<file path="src/rtl/jbru_pkg.sv">
`timescale 1ns / 1ps

package jbru_pkg;

   // Bit store capacity and the largest field one read may take.
   localparam int BufferBits = 64;
   localparam int MaxRequest = 32;
   localparam int HeldWidth  = $clog2(BufferBits + 1);

   localparam logic [7:0] MarkerByte  = 8'hFF;
   localparam logic [7:0] StuffByte   = 8'h00;
   localparam logic [4:0] RestartHigh = 5'b11010;

   typedef enum logic [1:0] {
      MODE_PUSH  = 2'd0,
      MODE_READ  = 2'd1,
      MODE_CLEAR = 2'd2
   } mode_type;

   typedef enum logic [1:0] {
      STATUS_OK            = 2'd0,
      STATUS_OUT_OF_STREAM = 2'd1,
      STATUS_LOST_SYNC     = 2'd2,
      STATUS_RESTART       = 2'd3
   } status_type;

   typedef struct packed {
      mode_type   mode;
      logic [7:0] byte_in;
      logic [5:0] bits_wanted;
   } item_type;

   typedef struct packed {
      logic [31:0] bits_out;
      logic        bits_valid;
      logic        short_of_bits;
      logic        byte_accepted;
      status_type  status;
      logic [6:0]  bits_held;
      logic [15:0] stuffers_seen;
   } result_type;

endpackage

</file>
<file path="src/rtl/jbru_core.sv">
`timescale 1ns / 1ps

module jbru_core (
   input  logic                 clock,
   input  logic                 reset,
   input  logic                 step,
   input  jbru_pkg::item_type   item,
   output jbru_pkg::result_type result
);
   import jbru_pkg::*;

   logic [BufferBits-1:0] store_ff, store_in;
   logic [HeldWidth-1:0]  held_ff, held_in;
   logic                  pending_ff, pending_in;
   status_type            status_ff, status_in;
   logic [15:0]           stuffers_ff, stuffers_in;

   logic [5:0]            want;
   logic [HeldWidth-1:0]  shift_amount;
   logic [BufferBits-1:0] extracted;
   logic [BufferBits-1:0] append_value;
   logic [7:0]            append_byte;
   logic                  do_append;
   logic                  room;

   // Bits beyond held_ff are kept at zero, so an append is a plain OR.
   always_comb begin
      want         = (item.bits_wanted > 6'(MaxRequest)) ? 6'(MaxRequest) : item.bits_wanted;
      shift_amount = HeldWidth'(BufferBits) - HeldWidth'(want);
      extracted    = store_ff >> shift_amount;
      room         = held_ff <= HeldWidth'(BufferBits - 8);
      append_byte  = item.byte_in;
      do_append    = 1'b0;

      store_in    = store_ff;
      held_in     = held_ff;
      pending_in  = pending_ff;
      status_in   = status_ff;
      stuffers_in = stuffers_ff;

      result.bits_out      = '0;
      result.bits_valid    = 1'b0;
      result.short_of_bits = 1'b0;
      result.byte_accepted = 1'b0;

      unique case (item.mode)
         MODE_PUSH: begin
            if (status_ff != STATUS_OK) begin
               result.byte_accepted = 1'b0;
            end else if (pending_ff) begin
               pending_in = 1'b0;
               if (item.byte_in == StuffByte) begin
                  append_byte          = MarkerByte;
                  do_append            = 1'b1;
                  result.byte_accepted = 1'b1;
                  if (stuffers_ff != '1) begin
                     stuffers_in = stuffers_ff + 16'd1;
                  end
               end else if (item.byte_in == MarkerByte) begin
                  status_in = STATUS_OUT_OF_STREAM;
               end else if (item.byte_in[7:3] == RestartHigh) begin
                  status_in = STATUS_RESTART;
               end else begin
                  status_in = STATUS_LOST_SYNC;
               end
            end else if (room) begin
               result.byte_accepted = 1'b1;
               if (item.byte_in == MarkerByte) begin
                  pending_in = 1'b1;
               end else begin
                  do_append = 1'b1;
               end
            end
         end
         MODE_READ: begin
            if (HeldWidth'(want) > held_ff) begin
               result.short_of_bits = 1'b1;
            end else begin
               result.bits_out   = extracted[31:0];
               result.bits_valid = 1'b1;
               store_in          = store_ff << want;
               held_in           = held_ff - HeldWidth'(want);
            end
         end
         MODE_CLEAR: begin
            held_in  = '0;
            store_in = '0;
         end
         default: begin
         end
      endcase

      append_value = {append_byte, {(BufferBits - 8){1'b0}}} >> held_ff;
      if (do_append) begin
         store_in = store_ff | append_value;
         held_in  = held_ff + HeldWidth'(8);
      end

      result.status        = status_in;
      result.bits_held     = 7'(held_in);
      result.stuffers_seen = stuffers_in;
   end

   always_ff @(posedge clock) begin
      if (reset) begin
         store_ff    <= '0;
         held_ff     <= '0;
         pending_ff  <= 1'b0;
         status_ff   <= STATUS_OK;
         stuffers_ff <= '0;
      end else if (step) begin
         store_ff    <= store_in;
         held_ff     <= held_in;
         pending_ff  <= pending_in;
         status_ff   <= status_in;
         stuffers_ff <= stuffers_in;
      end
   end

endmodule

</file>
<file path="src/rtl/jpeg_bit_reader_unstuff_top.sv">
`timescale 1ns / 1ps

// JPEG entropy-segment bit reader with byte unstuffing. Every request is
// one of: push a stream byte, read 0 to 32 bits (first stream bit most
// significant, right aligned), clear the buffered bits, or an unused mode
// that changes nothing. One request is taken per clock while req_stall is
// low; it waits in the request register, the 64-bit bit store is updated,
// and the response is held in the response register. Errors (out of
// stream, lost sync, unexpected restart marker) are sticky until reset; reads
// are still served from the bits already held.

module jpeg_bit_reader_unstuff_top (
   input  logic                   clock,
   input  logic                   reset,
   input  logic                   req_valid,
   output logic                   req_stall,
   input  logic [1:0]             req_mode,
   input  logic [7:0]             req_byte_in,
   input  logic [5:0]             req_bits_wanted,
   output logic                   rsp_valid,
   input  logic                   rsp_stall,
   output logic [31:0]            rsp_bits_out,
   output logic                   rsp_bits_valid,
   output logic                   rsp_short_of_bits,
   output logic                   rsp_byte_accepted,
   output logic [1:0]             rsp_status,
   output logic [6:0]             rsp_bits_held,
   output logic [15:0]            rsp_stuffers_seen
);
   import jbru_pkg::*;

   logic       req_vld_ff, req_vld_in;
   item_type   item_ff;
   logic       rsp_vld_ff, rsp_vld_in;
   result_type rsp_ff;
   result_type result;
   logic       out_free;
   logic       advance;
   logic       accept;

   assign out_free  = !rsp_vld_ff || !rsp_stall;
   assign advance   = req_vld_ff && out_free;
   assign req_stall = req_vld_ff && !out_free;
   assign accept    = req_valid && !req_stall;

   always_comb begin
      req_vld_in = req_vld_ff;
      if (accept) begin
         req_vld_in = 1'b1;
      end else if (advance) begin
         req_vld_in = 1'b0;
      end
      rsp_vld_in = rsp_vld_ff && rsp_stall;
      if (advance) begin
         rsp_vld_in = 1'b1;
      end
   end

   always_ff @(posedge clock) begin
      if (reset) begin
         req_vld_ff <= 1'b0;
         rsp_vld_ff <= 1'b0;
      end else begin
         req_vld_ff <= req_vld_in;
         rsp_vld_ff <= rsp_vld_in;
      end
   end

   always_ff @(posedge clock) begin
      if (accept) begin
         item_ff.mode        <= mode_type'(req_mode);
         item_ff.byte_in     <= req_byte_in;
         item_ff.bits_wanted <= req_bits_wanted;
      end
      if (advance) begin
         rsp_ff <= result;
      end
   end

   jbru_core u_core (
      .clock  (clock),
      .reset  (reset),
      .step   (advance),
      .item   (item_ff),
      .result (result)
   );

   assign rsp_valid         = rsp_vld_ff;
   assign rsp_bits_out      = rsp_ff.bits_out;
   assign rsp_bits_valid    = rsp_ff.bits_valid;
   assign rsp_short_of_bits = rsp_ff.short_of_bits;
   assign rsp_byte_accepted = rsp_ff.byte_accepted;
   assign rsp_status        = rsp_ff.status;
   assign rsp_bits_held     = rsp_ff.bits_held;
   assign rsp_stuffers_seen = rsp_ff.stuffers_seen;

endmodule

</file>
<file path="config.mk">
export PLATFORM = sky130hd
export DESIGN_NAME = jpeg_bit_reader_unstuff_top
export DESIGN_NICKNAME = d
export VERILOG_FILES = /design/src/rtl/jbru_pkg.sv /design/src/rtl/jbru_core.sv /design/src/rtl/jpeg_bit_reader_unstuff_top.sv
export SDC_FILE = /design/constraint.sdc
export NUM_CORES = 1
export LEC_CHECK = 0
export ABC_CLOCK_PERIOD_IN_PS = 4700
export BUFFER_PORTS_ARGS = -buffer_cell sky130_fd_sc_hd__buf_2
export CORE_ASPECT_RATIO = 0.7
export CORE_MARGIN = 5
export CORE_UTILIZATION = 49
export CTS_CLUSTER_SIZE = 30
export DETAILED_ROUTE_END_ITERATION = 12
export PLACE_DENSITY = 0.74
export SYNTH_ARGS = -nofsm -noshare
export SYNTH_HDL_FRONTEND = slang
export SYNTH_SLANG_ARGS = --single-unit
</file>
<file path="constraint.sdc">
create_clock -name clock -period 4.7 [get_ports clock]
set_clock_uncertainty 0.05 [all_clocks]
set_input_delay 0.47 -clock clock [delete_from_list [all_inputs] [get_ports clock]]
set_output_delay 0.47 -clock clock [all_outputs]
set_load 0.05 [all_outputs]
</file>
# After elaboration in Yosys (flattened, before gate mapping)

Index checks and enable logic that the tools add are counted.

Input bits: 20
Register bits: 168
Word-level logic and storage cells: 93
Output and inout port bits: 62

Reduce and logical (&&, ||, !) cells: 18
$add $sub $neg: 4
Equality and inequality tests: 6
Bitwise operators: 4
$lt $le $gt $ge: 3
Multiplexer cells: 38
Shift operators: 3

Operators by type and width:

| operator                | count |
|---|---|
| $mux W64                | 2 |
| $pmux W64 S2            | 1 |
| $mux W16                | 5 |
| $or A64 B64 Y64         | 1 |
| $shl A64 B6 Y64         | 1 |
| $shr A64 B7 Y32         | 1 |
| $shr A64 B7 Y64         | 1 |
| $mux W8                 | 4 |
| $mux W1                 | 17 |
| $add A16 B1 Y16 const B | 1 |
| $ne A16 B16 Y1 const B  | 1 |
| $mux W7                 | 2 |
| $pmux W7 S2             | 1 |
| $mux W2                 | 5 |
| $eq A8 B8 Y1 const B    | 1 |
| $logic_not A8 Y1        | 1 |
| $add A7 B4 Y7 const B   | 1 |
| $gt A6 B7 Y1            | 1 |
| $le A7 B6 Y1 const B    | 1 |
| $sub A7 B6 Y7           | 1 |
| $sub A7 B6 Y7 const A   | 1 |
| $gt A6 B6 Y1 const B    | 1 |
| $mux W6                 | 1 |
| $reduce_and A3 Y1       | 2 |
| other kinds (12)        | 22 |

# Depth between registers and ports, before layout

Gate-level depths: netlist of the first run.

Depth after elaboration: 8
Gate-level depth with buffers: 17
Depth with buffers taken out: 11

# Hierarchy

A second synthesis of the first run with hierarchy kept.

Cells, all modules: 1,901
Area total of the unflattened synthesis: 16,475.8 um^2

By module, submodules not included:

| module                      | cells each | instances | area each (um^2) | sequential area each (um^2) |
|---|---|---|---|---|
| jbru_core                   | 1,815      | 1         | 14,107.3         | 1,801.7 |
| jpeg_bit_reader_unstuff_top | 86         | 1         | 2,368.5          | 2,322.2 |

# Worst setup path before layout of the first run

No wires, ideal clock.

Path type: register -> register
Start: register item_ff[5] (netlist bit)
End: register u_core.store_ff[41]
Required time: 4.527 ns
Setup time: 0.123 ns
Path buffers: 4
Arrival: 3.552 ns
Stages on the path, launching flop included: 15
Slack: 0.975 ns
Clock period less this slack: 3.725 ns
Cell sequence: edfxtp_1 -> nor2b_1 -> clkbuf_1 -> clkinv_1 -> buf_1 -> clkbuf_1 -> ha_1 -> and2_1 -> a221o_1 -> o211a_1 -> o31ai_4 -> clkbuf_1 -> nor3_1 -> o31ai_1 -> nor2_1

Longest elaborated chain between the ends: 6
Elaborated cells between the ends (all ways): 9
Those cells by class: order compare: 2; eq/ne: 1; shift: 1; mux: 4; reduce/logical: 1

RTL lines:

| what                 | RTL line                          | source |
|---|---|---|
| start, declared      | jpeg_bit_reader_unstuff_top.sv:33 | `item_type item_ff;` |
| $gt A6 B6 Y1         | jbru_core.sv:28                   | `want = (item.bits_wanted > 6'(MaxRequest)) ? 6'(MaxRequest) : item.bits_wanted;` |
| $mux W6 (*)          | jbru_core.sv:28                   |  |
| $shl A64 B6 Y64      | jbru_core.sv:81                   | `store_in = store_ff << want;` |
| $mux W64             | jbru_core.sv:76                   | `if (HeldWidth'(want) > held_ff) begin` |
| $pmux W64 S2         | jbru_core.sv:46                   | `unique case (item.mode)` |
| $mux W64             | jbru_core.sv:94                   | `if (do_append) begin` |
| end signal, assigned | jbru_core.sv:112                  | `store_ff <= store_in;` |
| end, declared        | jbru_core.sv:12                   | `logic [BufferBits-1:0] store_ff, store_in;` |

Mark *: on every way between the ends. The rest lies on a longest branch, timed or not. The select of a mux whose other input is x is not followed.
A chain may end at the register's enable or synchronous reset.

# Worst setup path in the final report of the first run

Start: register item_ff[1] (netlist bit)
End: register rsp_ff, in the netlist rsp_bits_out[16], data pin

Longest elaborated chain between the ends: 4
Elaborated cells between the ends (all ways): 6
Those cells by class: add/sub: 1; order compare: 2; shift: 1; mux: 1; reduce/logical: 1

RTL lines:

| what                                                | RTL line                          | source |
|---|---|---|
| $gt A6 B6 Y1                                        | jbru_core.sv:28                   |  |
| $mux W6 (*)                                         | jbru_core.sv:28                   |  |
| $sub A7 B6 Y7 or $gt A6 B7 Y1 (tied branches)       | jbru_core.sv:29, jbru_core.sv:76  |  |
| $shr A64 B7 Y32 or $reduce_or A2 Y1 (tied branches) | --                                |  |
| end signal, assigned                                | jpeg_bit_reader_unstuff_top.sv:76 | `rsp_ff <= result;` |
| end, declared                                       | jpeg_bit_reader_unstuff_top.sv:35 | `result_type rsp_ff;` |

Mark *: on every way between the ends. The rest lies on a longest branch, timed or not.

==> reports/qor.yml, run 1 <==
p_per_area_nw_per_um2: 261.4
clk_latency_ns: 0.47
clockBufferDepth: 2
layout.cells.non_filler: 2378
grt_pass1_wl_mm: 118.3
slowest_delay_ns: 0.77
min_to: "item_ff[2]$_DFFE_PP_"
drt_iter0_markers: 3568
layout.nets: 1934
hold_path_startpoint: "req_bits_wanted[2]"
r2r_slack_ns: 0.24
timing.setup.tns_ns: 0
vdd.ir_drop.worst_uv: 223.2
synth_cell_types: 102
initial_core_util_pct: 49.95
max_freq_mhz: 224.3
min_path_cells: 1
synth_area_per_cell_sq_um: 8.777
cts_sinks: 168
r2r_cells: 9
final_common_cell: "mux2i_1"
synth-seq-cells: 168
dr.pass1.iters: 8
yosysWarnings: 0
synth_fp_nets: 1952
rows: 56
pre_cts_ws_ns: 0.1100
ys.flop_type: "dfxtp_1"
cp_top_family: "buffers and inverters"
clk_pin_slew_ns: 0.09
timing.rr.end: "rsp_bits_out[16]$_SDFFCE_PP0P_"
vias: 18120
crit_type: "reg -> reg"
finalPower_mw: 4.801
ant_nets: 0
dieWidth_um: 231.5
stdcell_area_sq_um: 18370
numCtsBuffers: 17
cap_violations: 0
grt_overflow: 0
most-common-layout-cells: "mux2i_1, nand2_1, nor2_1"
min_path_type: "in -> reg"
critPathMaxFanout: 73
setup_violations: 0
period_needed_ns: 4.458
syn_to_final_growth_pct: 9.097
power_leakage_nw: 6.851
setup_ws_ns: 0.2424
portBuffers: 81
path_buf_inv: 4
grtUsageTotal_pct: 41.90
place.gp.congestion: 1.057
wl_per_cell_um: 34.40
routed_wl_mm: 81.81
postLayoutCoreUtil_pct: 54.50
crit_arrival_ns: 4.72
dp_hpwl_mm: 61.31
placedCellCount: 2345
synth_cells: 1918
seq_area_frac_synth_pct: 24.50
die_y_um: 165.1
syn_area_sq_um: 16830
endpoint_kind: "flop"
drc: 0
critical_path.slowest_cell: "mux2i_1"
crit_path_frequent_cell: "buf_4"
root_buffer: "clkbuf_16"
finalCritPeriodShare_pct: 94.84
cts_max_level: 4
die-area_sq_um: 38220
outcome: "complete, no violations"
synth_edf_count: 76
path_cells: "buf_6 > inv_1 > a21oi_2 > buf_4 > xnor2_2 > buf_4 > mux2i_1 > a21oi_1 > a211oi_1"
startpoint_type: "flop"
timing_max_transition_violations_final: 0
async_reset_ff_share_pct: 0
rsz0062_at_grt: "false"
grt_max_degree: 75
antenna_found_initial: 3
r2r_start: "item_ff[1]$_DFFE_PP_"
grt_pass1_vias: 16350
cts_hold_buffers: 0
cts_tree: "built"
ios: 82
final_hold_viol_count: 0
vias_per_cell: 7.619
max-slew-margin-rel_pct: 23.34
core_area_sq_um: 33700
required_ns: 4.96
dpl_cell_area_sq_um: 17750
whs_ns: 0.1163
drive_gt1_share_pct: 20.65
tightest_slew_ns: 1.145
[metal layers]
layer,vias to the layer above,track usage (%),share of wire (%)
met1,8744,64.02,42
met4,10,9.367,3.1
met3,233,20.77,19
li1,7393,-,-
met2,1739,51.61,35
met5,-,0.3906,0.25
[where the power goes]
part	switching (mW)	total (mW)	internal, mW
Clock	0.813	1.54	0.732
Combinational	1.07	1.58	0.516
Sequential	0.0978	1.68	1.58
[sequential cells by signal, summed over array words and instances (netlist names), 7 cells and up]
signal	cells
rsp_bits_held	7
rsp_stuffers_seen	16
item_ff	16
rsp_bits_out	32
u_core.stuffers_ff	16
u_core.store_ff	64
u_core.held_ff	7
[logic make-up after synthesis]
logic type	share of synthesized area (%)
compound gates	24.34
simple gates	15.09
mux	26.58
buf+inv	6.808
flops	24.50
xor+xnor	1.598
fa+ha+maj	1.085
[layout make-up]
| type | count | area [sq um] |
|---|---|---|
| clock buffers | 17 | 425.4 |
| inverters | 45 | 175.2 |
| multi-input cells | 1487 | 11650 |
| clock inverters | 15 | 181.4 |
| repair buffers | 181 | 1222 |
| flip-flops and latches | 168 | 4124 |
| well taps | 464 | 580.6 |
| fillers | 3131 | 15340 |
| diodes | 1 | 2.502 |
[Yosys cell counts (21+ instances only)]
library cell  number  area share [%]
mux2i_1          194              12
nand2_1          160             3.6
nor2_1           147             3.3
clkbuf_1         135             3.0
a21oi_1          124             3.7
mux4_2            97              13
dfxtp_1           92              11
o21ai_0           88             2.6
edfxtp_1          76              14
a211oi_1          64             2.9
buf_2             57             1.7
o22ai_1           56             2.1
nor3_1            42             1.2
nand3_1           39             1.2
inv_1             38            0.85
a31oi_1           34             1.3
and3_1            31             1.2
mux2_2            31             2.1
a22oi_1           23             1.0
a221oi_1          21             1.1
[worst max-delay path by stage]
stage	endpoint	from	cells after the start
finish	rsp_bits_out[16]$_SDFFCE_PP0P_	item_ff[1]$_DFFE_PP_	9
global route	rsp_bits_out[19]$_SDFFCE_PP0P_	item_ff[1]$_DFFE_PP_	9
CTS	rsp_bits_out[19]$_SDFFCE_PP0P_	item_ff[1]$_DFFE_PP_	9
detailed placement	rsp_bits_out[19]$_SDFFCE_PP0P_	item_ff[1]$_DFFE_PP_	9
global placement	rsp_bits_out[19]$_SDFFCE_PP0P_	item_ff[1]$_DFFE_PP_	9
floorplan	u_core.store_ff[41]$_SDFFE_PP0P_	item_ff[5]$_DFFE_PP_	14
[what timing repair did]
| action | in CTS | in global routing |
|---|---|---|
| buffers inserted | 0 | 0 |
| gates resized for setup | 0 | 3 |
| endpoints found under the setup margin | 0 | 12 |
No activity file was read; power rests on OpenSTA's default activity.
==> inputs of run 2 (changes only) <==
- SYNTH_HIERARCHICAL: unset -> 1
==> reports/qor.yml, run 2 <==
crit_arrival_ns: 4.43  # was 4.72 ns
timing.setup.tns_ns: 0  # unchanged
finalPower_mw: 4.505  # was 4.801 mW
drc: 0  # unchanged
finalCritPeriodShare_pct: 89.65  # was 94.84%
grt_max_degree: 74  # was 75
drt_iter0_markers: 3590  # was 3,568
most-common-layout-cells: "nand2_1, mux2i_1, nor2_1"  # was mux2i_1, nand2_1, nor2_1
ant_nets: 0  # unchanged
synth-seq-cells: 168  # unchanged
cts_max_level: 4  # unchanged
required_ns: 4.91  # was 4.96 ns
switchingPower_mw: 1.787  # was 1.976 mW
vdd.ir_drop.worst_uv: 202.5  # was 223.2 uV
stdcell_area_sq_um: 17870  # was 18,370 sq um
cap_violations: 0  # unchanged
clk_pin_slew_ns: 0.08  # was 0.09 ns
ios: 82  # unchanged
clock_power_share_pct: 33.9  # was 32.2%
vias: 17980  # was 18,120
pwr-share-seq_pct: 37.2  # was 34.9%
synth_cells: 1901  # was 1,918
postLayoutCoreUtil_pct: 53.57  # was 54.50%
layout.nets: 1911  # was 1,934
antenna_found_initial: 3  # unchanged
synthTopCellsByArea: "edfxtp_1, mux4_2, dfxtp_1, mux2i_1, nand2_1"  # was edfxtp_1, mux4_2, mux2i_1, dfxtp_1, a21oi_1
portBuffers: 81  # unchanged
cts_sinks: 168  # unchanged
swShare_pct: 39.67  # was 41.15%
dpl_cell_area_sq_um: 17240  # was 17,750 sq um
grt_pass1_wl_mm: 117.0  # was 118.3 mm
dp_hpwl_mm: 59.13  # was 61.31 mm
ys_top_cells_by_count: "nand2_1, mux2i_1, clkbuf_1"  # was mux2i_1, nand2_1, nor2_1
min_path_type: "in -> reg"  # unchanged
syn_area_sq_um: 16480  # was 16,830 sq um
drive_gt1_share_pct: 19.51  # was 20.65%
grt_overflow: 0  # unchanged
p_per_area_nw_per_um2: 252.1  # was 261.4 nW/um^2
synth_edf_count: 76  # unchanged
yosysWarnings: 6  # was 0
seqCellArea_sq_um: 4124  # unchanged
power_leakage_nw: 6.634  # was 6.851 nW
grt_pass1_vias: 16200  # was 16,350
die_y_um: 163.4  # was 165.1 um
outcome: "complete, no violations"  # unchanged
regMostFlops: "u_core/store_ff"  # was u_core.store_ff
root_buffer: "clkbuf_16"  # unchanged
die-area_sq_um: 37450  # was 38,220 sq um
yosysMostFrequentCell: "nand2_1"  # was mux2i_1
timing_max_transition_violations_final: 0  # unchanged
routed_wl_mm: 82.06  # was 81.81 mm
numCtsBuffers: 17  # unchanged
synth_top_area_share_pct: 13.85  # was 13.56%
r2r_cells: 8  # was 9
multi_input_area_sq_um: 11300  # was 11,650 sq um
combPwrFrac_pct: 28.9  # was 32.9%
fillerInstances: 3071  # was 3,131
critPathMaxFanout: 45  # was 73
max_freq_mhz: 237.3  # was 224.3 MHz
clk_latency_ns: 0.47  # about the same
max-slew-margin-rel_pct: 12.19  # was 23.34%
slowest_delay_ns: 0.91  # was 0.77 ns
intPower_mw: 2.718  # was 2.825 mW
synth_area_per_cell_sq_um: 8.667  # was 8.777 sq um
core_area_sq_um: 33350  # was 33,700 sq um
postCtsSetupBuffers: 0  # unchanged
cts_tree: "built"  # unchanged
vias_per_cell: 7.723  # was 7.619
initial_core_util_pct: 49.40  # was 49.95%
largest_reg_flops: 64  # unchanged
ys.flop_type: "dfxtp_1"  # unchanged
async_reset_ff_share_pct: 0  # unchanged
dr.pass1.iters: 7  # was 8
synth_fp_nets: 1934  # was 1,952
period_needed_ns: 4.214  # was 4.458 ns
endpoint_kind: "flop"  # unchanged
globalRouteMet1Util_pct: 61.23  # was 64.02%
top_usage_layer: "met1"  # unchanged
critical_path.slowest_cell: "o21ai_0"  # was mux2i_1
wl_per_cell_um: 35.25  # was 34.40 um
grtUsageMet2_pct: 53.52  # was 51.61%
grtUsageTotal_pct: 42.34  # was 41.90%
synth_cell_types: 90  # was 102
seq_area_frac_synth_pct: 25.03  # was 24.50%
cts_resized: 0  # unchanged
grt_use_met3_pct: 23.02  # was 20.77%
syn_to_final_growth_pct: 8.437  # was 9.097%
crit_path_frequent_cell: "o21ai_0"  # was buf_4
dieWidth_um: 229.2  # was 231.5 um
crit_type: "reg -> reg"  # unchanged
whs_ns: 0.1212  # was 0.1163 ns
clockBufferDepth: 2  # unchanged
tightest_slew_ns: 1.311  # was 1.145 ns
final_common_cell: "nand2_1"  # was mux2i_1
startpoint_type: "flop"  # unchanged
min_path_cells: 1  # unchanged
path_cells: "buf_4 > or2_2 > o21ai_0 > nand2_1 > buf_4 > o21ai_0 > o21ai_0 > a21oi_1"  # was buf_6 > inv_1 > a21oi_2 > buf_4 > xnor2_2 > buf_4 > mux2i_1 > a21oi_1 > a211oi_1
rsz0062_at_grt: "false"  # unchanged
rows: 56  # unchanged
yosysTopAreaCell: "edfxtp_1"  # unchanged
final_hold_viol_count: 0  # unchanged
place.gp.congestion: 1.068  # was 1.057
cts_hold_buffers: 0  # unchanged
setup_violations: 0  # unchanged
==> run 2: cell types whose count changed in the layout (fill, tap and decap cells not counted), sizes merged, moves of 8 or more <==
cell,before,now
nand2,161,211
and2,9,18
nor2,148,133
a211oi,67,40
a22oi,23,8
buf,181,164
a2111oi,13,3
mux2i,194,160
nand4,9,20
a221oi,23,11
o21ai,94,102
==> run 2: cell type report <==
cell class / instances / area share [%]
Multi-Input combinational cell: 1474 / 63.25
Sequential cell: 168 / 23.08
Timing Repair Buffer: 164 / 5.967
Tap cell: 435 / 3.046
Clock buffer: 17 / 2.381
Inverter: 53 / 1.156
Clock inverter: 15 / 1.093
Antenna cell: 2 / 0.02801
==> run 2: kinds of logic (layout without fill, tap and decap cells) <==
family / after synthesis / count (layout) / synth area share (%)
compound gates: 574 / 574 / 23.69
simple gates: 568 / 568 / 16.35
mux: 291 / 291 / 25.58
buf+inv: 259 / 249 / 6.782
flops: 168 / 168 / 25.03
xor+xnor: 28 / 28 / 1.534
fa+ha+maj: 13 / 13 / 1.033
other cells: 0 / 2 / 0
==> run 2: per-stage QoR <==
stage,std cells,worst slack [ns]
3_3_place_gp,2294,0.8818
4_1_cts,2326,0.8412
3_5_place_dp,2294,0.8973
6_report,2328,0.4865
5_1_grt,2326,0.5537
2_1_floorplan,1901,0.6506
==> run 2: path summary, 6_finish.rpt <==
check / slack (ns) / startpoint / end
setup / recovery: 0.49 / item_ff[0]$_DFFE_PP_ / rsp_bits_out[14]$_DFFE_PP_
hold / removal: 0.12 / req_bits_wanted[0] / item_ff[0]$_DFFE_PP_
setup reg to reg: 0.49 / item_ff[0]$_DFFE_PP_ / rsp_bits_out[14]$_DFFE_PP_
hold reg to reg: 0.46 / req_vld_ff$_SDFFE_PP0P_ / req_vld_ff$_SDFFE_PP0P_
==> run 2: power groups by stage <==
stage / combinational (mW) / clock (mW) / sequential, mW
6_report: 1.30 / 1.53 / 1.67
2_1_floorplan: 0.779 / 0 / 1.72
5_1_grt: 1.34 / 1.60 / 1.67
4_1_cts: 1.24 / 1.53 / 1.66
3_5_place_dp: 1.23 / 0 / 1.70
3_3_place_gp: 1.23 / 0 / 1.70
==> run 2: critical path: cells and delay by family, from the launching register on <==
family | cells | cell delay, ns
flip-flops | 1 | 0.62
AO/OA/AOI/OAI | 4 | 2.06
AND/OR/NAND/NOR | 2 | 0.58
buffers and inverters | 2 | 0.67
==> run 2: layer usage <==
| metal | vias up | wire (um) | share of wire (%) |
|---|---|---|---|
| li1 | 7258 | - | - |
| met2 | 1770 | 30230 | 37 |
| met1 | 8666 | 33170 | 40 |
| met5 | - | 20 | 0.024 |
| met3 | 282 | 15590 | 19 |
| met4 | 2 | 3044 | 3.7 |
